File: config.mk
export PLATFORM = sky130hd
export DESIGN_NAME = serial_can_frame_receiver_top_flat
export DESIGN_NICKNAME = d
export VERILOG_FILES = /design/src/hw/rtl/scfr_pkg.sv /design/src/hw/rtl/scfr_rx_if.sv /design/src/hw/rtl/scfr_res_if.sv /design/src/hw/rtl/scfr_parser.sv /design/src/hw/rtl/scfr_out_buf.sv /design/src/hw/rtl/serial_can_frame_receiver_top.sv /design/src/flat_wrapper.sv
export SDC_FILE = /design/constraint.sdc
export NUM_CORES = 1
export LEC_CHECK = 0
export BUFFER_PORTS_ARGS = -buffer_cell sky130_fd_sc_hd__buf_2
export CORE_ASPECT_RATIO = 1.25
export CORE_MARGIN = 2
export CORE_UTILIZATION = 59
export DETAILED_ROUTE_END_ITERATION = 6
export PLACE_DENSITY = 0.89
export SYNTH_ARGS = -nofsm -noshare
export SYNTH_HDL_FRONTEND = slang
export SYNTH_HIERARCHICAL = 1
export SYNTH_SLANG_ARGS = --single-unit
export TNS_END_PERCENT = 20
File: constraint.sdc
create_clock -name clk -period 9.35 [get_ports clk]
set_input_delay 0.4675 -clock clk [delete_from_list [all_inputs] [get_ports clk]]
set_output_delay 0.4675 -clock clk [all_outputs]
set_load 0.01 [all_outputs]
File: src/hw/rtl/scfr_pkg.sv
// package: constants, status codes and result type of the serial can frame receiver
package scfr_pkg;

  localparam int MAX_PAYLOAD     = 8;
  localparam int CMD_FRAME_BYTES = 20;
  localparam int NUM_BYTES       = 8;
  localparam int CNT_W           = 5;
  localparam int IDX_W           = (MAX_PAYLOAD > 1) ? $clog2(MAX_PAYLOAD) : 1;

  localparam int ID_LOW_POS    = 2;
  localparam int ID_HIGH_POS   = 3;
  localparam int PAYLOAD_POS   = 4;
  localparam int DATA_OVERHEAD = 5;

  localparam logic [7:0] START_BYTE  = 8'haa;
  localparam logic [7:0] CMD_TYPE    = 8'h55;
  localparam logic [3:0] DATA_NIBBLE = 4'hc;

  typedef logic [1:0] status_t;
  localparam status_t STATUS_DATA   = 2'd0;
  localparam status_t STATUS_CKSUM  = 2'd1;
  localparam status_t STATUS_LENGTH = 2'd2;

  typedef struct packed {
    status_t                         status;
    logic [15:0]                     can_id;
    logic [3:0]                      payload_length;
    logic [NUM_BYTES-1:0][7:0]       payload;
  } result_t;

endpackage

File: src/hw/rtl/scfr_rx_if.sv
// channel interface carrying serial bytes into the receiver
interface scfr_rx_if;
  logic       valid;
  logic       ready;
  logic [7:0] rx_byte;

  modport source (output valid, output rx_byte, input ready);
  modport sink   (input valid, input rx_byte, output ready);
endinterface

File: src/hw/rtl/scfr_res_if.sv
// channel interface carrying decoded frame results
interface scfr_res_if;
  logic       valid;
  logic       ready;
  logic [1:0] status;
  logic [15:0] can_id;
  logic [3:0] payload_length;
  logic [7:0] byte0;
  logic [7:0] byte1;
  logic [7:0] byte2;
  logic [7:0] byte3;
  logic [7:0] byte4;
  logic [7:0] byte5;
  logic [7:0] byte6;
  logic [7:0] byte7;

  modport source (output valid, output status, output can_id, output payload_length,
                  output byte0, output byte1, output byte2, output byte3,
                  output byte4, output byte5, output byte6, output byte7, input ready);
  modport sink   (input valid, input status, input can_id, input payload_length,
                  input byte0, input byte1, input byte2, input byte3,
                  input byte4, input byte5, input byte6, input byte7, output ready);
endinterface

File: src/hw/rtl/scfr_parser.sv
// input byte register and frame parser state machine
module scfr_parser (
  input  logic             clk,
  input  logic             rst,
  scfr_rx_if.sink          rx,
  input  logic             full,
  output logic             push,
  output scfr_pkg::result_t push_data
);
  import scfr_pkg::*;

  logic             vld_q;
  logic [7:0]       byte_q;
  logic             advance;

  logic [CNT_W-1:0] byte_count;
  logic [7:0]       type_byte;
  logic [7:0]       id_low_byte;
  logic [7:0]       id_high_byte;
  logic [7:0]       sum_accumulator;
  logic [7:0]       payload_store [MAX_PAYLOAD];

  logic [CNT_W-1:0] byte_count_next;
  logic [7:0]       type_byte_next;
  logic [7:0]       sum_accumulator_next;
  logic             id_low_we;
  logic             id_high_we;
  logic             store_we;
  logic [IDX_W-1:0] store_idx;
  logic             emit;
  result_t          res;

  assign rx.ready = !vld_q || !full;
  assign advance  = vld_q && !full;

  always_ff @(posedge clk) begin
    if (rst) begin
      vld_q <= 1'b0;
    end else if (rx.ready) begin
      vld_q <= rx.valid;
    end
    if (rx.valid && rx.ready) begin
      byte_q <= rx.rx_byte;
    end
  end

  always_comb begin
    logic [CNT_W:0]   cnt_p1;
    logic [CNT_W:0]   data_total;
    logic [3:0]       dlc;
    logic [CNT_W-1:0] pidx;

    cnt_p1     = {1'b0, byte_count} + (CNT_W+1)'(1);
    dlc        = type_byte[3:0];
    data_total = (CNT_W+1)'(dlc) + (CNT_W+1)'(DATA_OVERHEAD);
    pidx       = byte_count - CNT_W'(PAYLOAD_POS);

    byte_count_next      = byte_count;
    type_byte_next       = type_byte;
    sum_accumulator_next = sum_accumulator;
    id_low_we            = 1'b0;
    id_high_we           = 1'b0;
    store_we             = 1'b0;
    store_idx            = pidx[IDX_W-1:0];
    emit                 = 1'b0;
    res                  = '0;

    priority if (byte_count == '0) begin
      if (byte_q == START_BYTE) begin
        byte_count_next = CNT_W'(1);
      end
    end else if (byte_count == CNT_W'(1)) begin
      type_byte_next       = byte_q;
      sum_accumulator_next = '0;
      if (byte_q == CMD_TYPE || byte_q[7:4] == DATA_NIBBLE) begin
        byte_count_next = CNT_W'(2);
      end else begin
        byte_count_next = '0;
      end
    end else if (type_byte == CMD_TYPE) begin
      if (cnt_p1 >= (CNT_W+1)'(CMD_FRAME_BYTES)) begin
        // last byte carries the checksum
        byte_count_next = '0;
        if (byte_q != sum_accumulator) begin
          emit       = 1'b1;
          res.status = STATUS_CKSUM;
        end
      end else begin
        sum_accumulator_next = sum_accumulator + byte_q;
        byte_count_next      = cnt_p1[CNT_W-1:0];
      end
    end else if (type_byte[7:4] != DATA_NIBBLE) begin
      byte_count_next = '0;
    end else if (cnt_p1 >= data_total) begin
      // end byte of a data frame, not checked
      byte_count_next = '0;
      if (dlc != 4'd0) begin
        emit       = 1'b1;
        res.can_id = {id_high_byte, id_low_byte};
        if (dlc > 4'(MAX_PAYLOAD)) begin
          res.status = STATUS_LENGTH;
        end else begin
          res.status         = STATUS_DATA;
          res.payload_length = dlc;
          for (int j = 0; j < NUM_BYTES; j++) begin
            if (j < MAX_PAYLOAD && 4'(j) < dlc) begin
              res.payload[j] = payload_store[IDX_W'(j % MAX_PAYLOAD)];
            end
          end
        end
      end
    end else begin
      byte_count_next = cnt_p1[CNT_W-1:0];
      if (byte_count == CNT_W'(ID_LOW_POS)) begin
        id_low_we = 1'b1;
      end else if (byte_count == CNT_W'(ID_HIGH_POS)) begin
        id_high_we = 1'b1;
      end else if (pidx < CNT_W'(MAX_PAYLOAD)) begin
        store_we = 1'b1;
      end
    end
  end

  always_ff @(posedge clk) begin
    if (rst) begin
      byte_count      <= '0;
      type_byte       <= '0;
      id_low_byte     <= '0;
      id_high_byte    <= '0;
      sum_accumulator <= '0;
    end else if (advance) begin
      byte_count      <= byte_count_next;
      type_byte       <= type_byte_next;
      sum_accumulator <= sum_accumulator_next;
      if (id_low_we) begin
        id_low_byte <= byte_q;
      end
      if (id_high_we) begin
        id_high_byte <= byte_q;
      end
    end
    if (advance && store_we) begin
      payload_store[store_idx] <= byte_q;
    end
  end

  assign push      = advance && emit;
  assign push_data = res;

endmodule

File: src/hw/rtl/scfr_out_buf.sv
// two-entry result buffer driving the result channel
module scfr_out_buf (
  input  logic              clk,
  input  logic              rst,
  input  logic              push,
  input  scfr_pkg::result_t push_data,
  output logic              full,
  scfr_res_if.source        res
);
  import scfr_pkg::*;

  result_t    slot [2];
  logic       wr_ptr;
  logic       rd_ptr;
  logic [1:0] count;
  logic       pop;
  result_t    head;

  assign pop  = res.valid && res.ready;
  assign full = (count == 2'd2);
  assign head = slot[rd_ptr];

  always_ff @(posedge clk) begin
    if (rst) begin
      wr_ptr <= 1'b0;
      rd_ptr <= 1'b0;
      count  <= 2'd0;
    end else begin
      if (push) begin
        wr_ptr <= !wr_ptr;
      end
      if (pop) begin
        rd_ptr <= !rd_ptr;
      end
      unique case ({push, pop})
        2'b10:   count <= count + 2'd1;
        2'b01:   count <= count - 2'd1;
        default: count <= count;
      endcase
    end
    if (push) begin
      slot[wr_ptr] <= push_data;
    end
  end

  assign res.valid          = (count != 2'd0);
  assign res.status         = head.status;
  assign res.can_id         = head.can_id;
  assign res.payload_length = head.payload_length;
  assign res.byte0          = head.payload[0];
  assign res.byte1          = head.payload[1];
  assign res.byte2          = head.payload[2];
  assign res.byte3          = head.payload[3];
  assign res.byte4          = head.payload[4];
  assign res.byte5          = head.payload[5];
  assign res.byte6          = head.payload[6];
  assign res.byte7          = head.payload[7];

endmodule

File: src/hw/rtl/serial_can_frame_receiver_top.sv
// top level of the serial can frame receiver
//
//   channel | dir | payload                                   | request
//   rx      | in  | rx_byte                                   | one serial byte
//   res     | out | status, can_id, payload_length, byte0..7 | one decoded frame result
//
// one byte is taken per cycle while rx.ready is high; a byte passes the input register,
// then the parser, and lands in a two-entry result buffer that drives the res channel
// rx.ready drops only while the input register is held and the result buffer is full
// synchronous reset clears the frame state and empties the buffer; payload storage is not cleared
module serial_can_frame_receiver_top (
  input  logic       clk,
  input  logic       rst,
  scfr_rx_if.sink    rx,
  scfr_res_if.source res
);
  import scfr_pkg::*;

  logic    full;
  logic    push;
  result_t push_data;

  scfr_parser u_parser (
    .clk       (clk),
    .rst       (rst),
    .rx        (rx),
    .full      (full),
    .push      (push),
    .push_data (push_data)
  );

  scfr_out_buf u_out_buf (
    .clk       (clk),
    .rst       (rst),
    .push      (push),
    .push_data (push_data),
    .full      (full),
    .res       (res)
  );

endmodule

File: src/flat_wrapper.sv
// flat-port wrapper written by rule: the top's interface ports become plain ports
module serial_can_frame_receiver_top_flat import scfr_pkg::*;
  (clk, rst, rx_valid, rx_rx_byte, rx_ready, res_valid, res_status, res_can_id, res_payload_length, res_byte0, res_byte1, res_byte2, res_byte3, res_byte4, res_byte5, res_byte6, res_byte7, res_ready);
  scfr_rx_if rx_i ();
  scfr_res_if res_i ();
  input  logic clk;
  input  logic rst;
  input wire logic [$bits(rx_i.valid)-1:0] rx_valid;
  input wire logic [$bits(rx_i.rx_byte)-1:0] rx_rx_byte;
  output wire logic [$bits(rx_i.ready)-1:0] rx_ready;
  output wire logic [$bits(res_i.valid)-1:0] res_valid;
  output wire logic [$bits(res_i.status)-1:0] res_status;
  output wire logic [$bits(res_i.can_id)-1:0] res_can_id;
  output wire logic [$bits(res_i.payload_length)-1:0] res_payload_length;
  output wire logic [$bits(res_i.byte0)-1:0] res_byte0;
  output wire logic [$bits(res_i.byte1)-1:0] res_byte1;
  output wire logic [$bits(res_i.byte2)-1:0] res_byte2;
  output wire logic [$bits(res_i.byte3)-1:0] res_byte3;
  output wire logic [$bits(res_i.byte4)-1:0] res_byte4;
  output wire logic [$bits(res_i.byte5)-1:0] res_byte5;
  output wire logic [$bits(res_i.byte6)-1:0] res_byte6;
  output wire logic [$bits(res_i.byte7)-1:0] res_byte7;
  input wire logic [$bits(res_i.ready)-1:0] res_ready;
  assign rx_i.valid = rx_valid;
  assign rx_i.rx_byte = rx_rx_byte;
  assign rx_ready = rx_i.ready;
  assign res_valid = res_i.valid;
  assign res_status = res_i.status;
  assign res_can_id = res_i.can_id;
  assign res_payload_length = res_i.payload_length;
  assign res_byte0 = res_i.byte0;
  assign res_byte1 = res_i.byte1;
  assign res_byte2 = res_i.byte2;
  assign res_byte3 = res_i.byte3;
  assign res_byte4 = res_i.byte4;
  assign res_byte5 = res_i.byte5;
  assign res_byte6 = res_i.byte6;
  assign res_byte7 = res_i.byte7;
  assign res_i.ready = res_ready;
  serial_can_frame_receiver_top u_core (.clk(clk), .rst(rst), .rx(rx_i), .res(res_i));
endmodule
== After elaboration in Yosys (flattened, before gate mapping) ==
Memories as Yosys holds them, arrays and structs flattened. A register that Yosys moved wholly into a read port is not among the register bits.
Cells that the tools add are included.
Cells by class
  equality and inequality tests: 14
  bitwise logic cells: 1
  mux-type cells: 66
  add/subtract/negate cells: 6
  order comparisons: 12
  reductions and logical operators: 21
Operators by type and width (number)
  $mux 86: 5
  $mux 8: 11
  $mux 84: 1
  $mux 68: 1
  $mux 1: 37
  $mux 5: 7
  $eq 8x7->1 const B: 2
  $lt 3x4->1 const A: 4
  $eq 5x2->1 const B: 2
  $add 8x8->8: 1
  $eq 8x8->1 const B: 1
  $lt 1x4->1 const A: 2
  $lt 2x4->1 const A: 2
  $ne 8x8->1: 1
  $add 5x1->6 const B: 1
  $ge 6x5->1: 1
  $ge 6x5->1 const B: 1
  $mux 2: 3
  $reduce_and 2->1: 3
  $reduce_bool 2->1: 3
  $add 4x3->5 const B: 1
  $eq 5x1->1 const B: 1
  $logic_and 1x1->1: 5
  $logic_not 5->1: 1
  18 further kinds: 23
Word-level totals
  register bits after elaboration: 50
  bits of input ports: 12
  output and inout port bits: 88
  logic and storage cells: 132
  memory bits (writable): 236
  memories: 2
Memories
  u_core.u_out_buf.slot: words 2, bits a word 86, read ports 1, clocked after Yosys merged registers in 1, write ports 1, line scfr_out_buf.sv:12  | result_t slot [2];
  u_core.u_parser.payload_store: words 8, bits a word 8, read ports 8, clocked after Yosys merged registers in 0, write ports 1, line scfr_parser.sv:21  | logic [7:0] payload_store [MAX_PAYLOAD];

== Logic depth before layout (Yosys ltp) ==
  depth in word-level cells: 13
  gate-level depth with buffers: 15
  depth with buffers taken out: 15

== Cells and area by module ==
Netlist, hierarchy kept.
Modules (own cells, without submodules)
  scfr_out_buf: times used 1, cells each 291, sequential area each 5265.0 um^2, area each 6429.9 um^2
  scfr_parser: times used 1, cells each 465, sequential area each 2922.8 um^2, area each 5377.7 um^2

== Worst setup path before layout ==
OpenSTA, ideal clock, no wires.
  path type: reg-to-reg
  start: reg u_core.u_parser.byte_count[0]
  end: mem u_core/u_out_buf/slot[0][0] (netlist name) (enable)
  path slack: 2.323 ns
  data required time: 8.819 ns
  setup time: 0.531 ns
  clock period less this slack: 7.027 ns
  stages on the path, launching flop included: 12
  data arrival time: 6.496 ns
  buffers on the path: 0
  cell sequence: dfxtp_1 -> ha_1 -> nor2_1 -> or2_2 -> ha_1 -> o21ai_0 -> o21ai_1 -> a21oi_2 -> or4_1 -> a21boi_1 -> inv_1 -> nor2_1
Between the ends
  longest elaborated chain between the ends: 10
  elaborated cells between the ends (all ways): 14
  those cells by class: 1 x add/sub; 2 x order compare; 1 x eq/ne; 8 x mux; 2 x reduce/logical
Ends and longest elaborated chain
  from (decl): line scfr_parser.sv:16  | logic [CNT_W-1:0] byte_count;
  from (signal assigned): line scfr_parser.sv:132  | byte_count <= byte_count_next;
  $add 5x1->6: line scfr_parser.sv:53  | cnt_p1 = {1'b0, byte_count} + (CNT_W+1)'(1);
  $ge 6x5->1: line scfr_parser.sv:94  | end else if (cnt_p1 >= data_total) begin
  $mux 1: line scfr_parser.sv:94
  $mux 1: line scfr_parser.sv:92  | end else if (type_byte[7:4] != DATA_NIBBLE) begin
  $mux 1: line scfr_parser.sv:80  | end else if (type_byte == CMD_TYPE) begin
  $mux 1: line scfr_parser.sv:72  | end else if (byte_count == CNT_W'(1)) begin
  $mux 1 *: line scfr_parser.sv:68  | priority if (byte_count == '0) begin
  $logic_and 1x1->1 *: line scfr_parser.sv:147  | assign push = advance && emit;
  net u_core.push: line serial_can_frame_receiver_top.sv:20  | logic push;
  $mux 1 *: line scfr_out_buf.sv:41  | if (push) begin
  $mux 1 (implied by the code) *: line scfr_out_buf.sv:42  | slot[wr_ptr] <= push_data;
  to (decl): line scfr_out_buf.sv:12
The timed path passes the listed nets; every way through them passes the cells marked *.

== Worst setup path in the final report ==
  start: reg u_core.u_parser.byte_count[0]
  end: mem u_core/u_out_buf/slot[1][44] (netlist name) (enable)
Same word-level chain as after synthesis.

==> reports/metrics.csv <==
stage,metric,value,unit
cts,total clock sinks,287,
pwr,switching power,447,µW
grt,initial antenna violation count,0,
synthesis,Mean Syn Cell Area,15.6,µm²
pwr,Cell Pwr Density,177,mW/mm²
final_layout,Filler cells,1322,
placement,Inst Count DP,1102,
placement,Placed Area,0.0126,mm²
drt,wire length per cell,20.3,µm
grt,met1 Use GR,28.7,%
synthesis,Yosys reg bits,287,
synthesis,"EDFF count, synth",244,
placement,IO Port Bufs,99,
drt,Total Wirelength,23300,µm
grt,gr ovfl total,0,
final_layout,Antenna Cells,0,
worst_setup_path,R2R cell count,11,
die,Rows,57,
cts,post-CTS setup repair buffer count,0,
drt,Post-route DRC,0,
pwr,Comb power frac,0.6,%
grt,number of global-route vias before repair,6680,
worst_setup_path,Setup crit end,u_core/u_out_buf/slot[1][44],
die,core area,0.0195,mm²
worst_setup_path,"Max FO, Critical Path",48,
cts,CTS max path bufs,3,
worst_setup_path,critical path's slowest cell,buf_4,
drt,DRT antenna net count,0,
worst_setup_path,worst-path cell chain,"ha_1, nor2_1, or2_2, ha_1, o21ai_0, o21ai_1, a21oi_2, or4_1, a21boi_1, and2_4, buf_4",
worst_setup_path,Startpoint Class,flip-flop,
synthesis,Netlist Area Pre-Place,0.0118,mm²
worst_setup_path,reg2reg end,u_core/u_out_buf/slot[1][44],
cts,TritonCTS clock tree,done,
pwr,sequential power share,59.2,%
timing,Worst-Margin Slew,1.21,ns
synthesis,commonest cells in the netlist,"edfxtp_1 (244), mux2_2 (86), and2_1 (52), nor2_1 (47), dfxtp_1 (43)",
timing,Achievable Freq,0.207,GHz
worst_setup_path,cell mode on critical path,ha_1,
min_path,Hold Crit Class,input pin to flip-flop,
pwr,Switching Fraction,19.0,%
cts,CTS H-tree depth,1,
synthesis,Synth area leaders,"edfxtp_1 (62%), mux2_2 (8.2%), dfxtp_1 (7.3%)",
die,die height,162,µm
run,max_cap viols,0,
timing,final setup fails,0,
grt,first-pass GRT wire length,35600,µm
timing,period utilization,51.5,%
timing,relative slew slack,18.9,%
pwr,Pleak,0.00428,µW
synthesis,top-count cell post-synth,edfxtp_1,
timing,Max Slew Vio Count,0,
timing,setup TNS,0,ns
synthesis,largest area contributor in the netlist,edfxtp_1,
cts,CTS root buffer,clkbuf_16,
die,starting density of the core,60.4,%
final_layout,nets,900,
synthesis,Post-Syn Nets,792,
final_layout,Layout area overhead,12.6,%
cts,hold buffers post-CTS,0,
synthesis,most used flip-flop cell after synthesis,edfxtp_1,
cts,clk_lat worst skew,0.52,ns
die,die area,0.0212,mm²
grt,met2 Use GR,37.9,%
drt,Iteration-0 DRC Markers,489,
worst_setup_path,Critical Path Max Stage Delay,0.63,ns
timing,setup repair after global routing missed its margin,false,
cts,clk slew on worst S/H paths,0.06,ns
cts,PostCTS Resize Cnt,0,
placement,DP Wirelength,14000,µm
grt,GR Util met3,3.36,%
synthesis,Synth cell types,68,
worst_setup_path,CP startpoint,u_core/u_parser/byte_count[0],
timing,clock period minus worst slack,4.82,ns
pwr,VDD IR max,0.137,mV
drt,DR vias/cell,5.75,
pwr,Int Power,1900,µW
synthesis,register area share after synthesis,69.3,%
grt,Most Crowded Layer GR,met2,
synthesis,Synth Warn #,6,
run_status,status,"finished, final reports clean",
synthesis,share of the synthesized area in the top cell type,62.1,%
worst_setup_path,Crit path required time,9.49,ns
pwr,clock power share,40.2,%
final_layout,final core utilization,68.0,%
grt,Tot GR Track Use,22.0,%
synthesis,Post-Synthesis Cells,756,
worst_setup_path,crit path DAT,4.96,ns
worst_setup_path,crit path kind,flip-flop to flip-flop,
drt,drt first pass iters,5,
timing,Fin. Hold Viols,0,
final_layout,share of layout cells above drive strength 1,27.7,%
timing,Max Clock Skew,0.0147,ns
worst_setup_path,worst reg2reg setup slack,4.53,ns
placement,gpl congestion,0.887,
worst_setup_path,CP endpoint kind,flip-flop,
die,Die W,131,µm
final_layout,fin cells,1148,
final_layout,fin area,0.0133,mm²
grt,largest net degree at the start of global routing,87,
die,io pins,100,
synthesis,"FFs w/ async S/R, synth",0,%
cts,CTS buffer count,25,
drt,Via Count,6604,
worst_setup_path,r2r startpoint,u_core/u_parser/byte_count[0],
==> flip-flops by register name, indices dropped and copies added, names as in the netlist, named ones only <==
name and flops:
u_core/u_out_buf/wr_ptr 1, u_core/u_parser/byte_count 5, u_core/u_parser/payload_store 64, u_core/u_parser/id_high_byte 8, u_core/u_out_buf/slot 172, u_core/u_parser/byte_q 8
u_core/u_parser/type_byte 8, u_core/u_parser/id_low_byte 8, u_core/u_out_buf/count 2, u_core/u_out_buf/rd_ptr 1, u_core/u_parser/sum_accumulator 8, u_core/u_parser/vld_q 1
==> final cells by class <==
type | count | area [µm²] | share of cell area, %
Sequential cell | 287 | 8190 | 61.6
Multi-Input combinational cell | 428 | 3430 | 25.8
Clock buffer | 32 | 652 | 4.90
Timing Repair Buffer | 105 | 541 | 4.07
Tap cell | 265 | 332 | 2.49
Clock inverter | 14 | 91.3 | 0.687
Inverter | 17 | 63.8 | 0.480
==> cells in the final DEF (no fill, tap or decap), types with 5 or more instances in the layout <==
cell and n:
nand3_1 9, dfxtp_1 42, clkbuf_16 25, nand2_1 16
clkbuf_1 7, o211ai_1 5, nor2_1 46, mux2i_1 24
o21ai_0 10, clkinv_2 6, edfxtp_1 244, a21oi_1 13
and2_1 51, inv_1 16, xor2_1 6, nor3_1 18
a22o_1 5, ha_1 23, xnor2_1 7, mux2_2 86
nand2b_1 5, and3_1 33, buf_2 99, clkinv_1 6
buf_4 6
==> critical path: cells and delay by family, from the launching register on <==
| family | cells | cell delay (ns) |
|---|---|---|
| flops | 1 | 0.55 |
| fa+ha+maj | 2 | 0.63 |
| compound gates | 4 | 1.10 |
| simple gates | 4 | 1.50 |
| buf+inv | 1 | 0.63 |
==> cell families after synthesis <==
family / Yosys count / synth area share [%]
AND/OR/NAND/NOR: 217 / 10.7
XOR/XNOR: 13 / 0.964
flip-flops: 287 / 69.3
buffers and inverters: 41 / 1.73
multiplexers: 110 / 10.2
adder cells (fa/ha/maj): 24 / 2.61
AO/OA/AOI/OAI: 64 / 4.42
==> power groups by stage <==
stage | Sequential [µW] | Combinational (µW) | Clock [µW]
floorplan | 1410 | 10.4 | 0
global placement | 1420 | 14.4 | 0
detailed placement | 1420 | 14.9 | 0
CTS | 1390 | 15.0 | 957
global route | 1390 | 16.5 | 1010
finish | 1390 | 14.9 | 944
==> stage by stage <==
| step | setup slack, ns | hold slack, ns | total power, µW |
|---|---|---|---|
| after global routing | 4.24 | 0.102 | 2420 |
| after floorplan | 2.32 | 0.433 | 1420 |
| final | 4.53 | 0.123 | 2350 |
| after detailed placement | 4.59 | 0.457 | 1430 |
| after CTS | 4.54 | 0.104 | 2360 |
| after global placement | 4.63 | 0.451 | 1430 |
==> how the worst min path moves through the flow <==
stage,to,slack (ns),start,depth (start not counted)
2_1_floorplan,u_core/u_parser/sum_accumulator[6],0.43,u_core/u_parser/sum_accumulator[6],2
3_3_place_gp,u_core/u_parser/sum_accumulator[6],0.45,u_core/u_parser/sum_accumulator[6],2
3_5_place_dp,u_core/u_parser/sum_accumulator[6],0.46,u_core/u_parser/sum_accumulator[6],2
4_1_cts,u_core/u_parser/byte_q[2],0.10,rx_rx_byte[2],1
5_1_grt,u_core/u_parser/byte_q[3],0.10,rx_rx_byte[3],1
6_report,u_core/u_parser/byte_q[1],0.12,rx_rx_byte[1],1
==> metal layers <==
metal | up-vias | part of all wire, %
li1 | 3074 | -
met1 | 3256 | 40
met2 | 226 | 51
met3 | 48 | 5.6
met4 | 0 | 2.6
met5 | - | 0
Note: power is estimated with default switching activity, not from simulation.
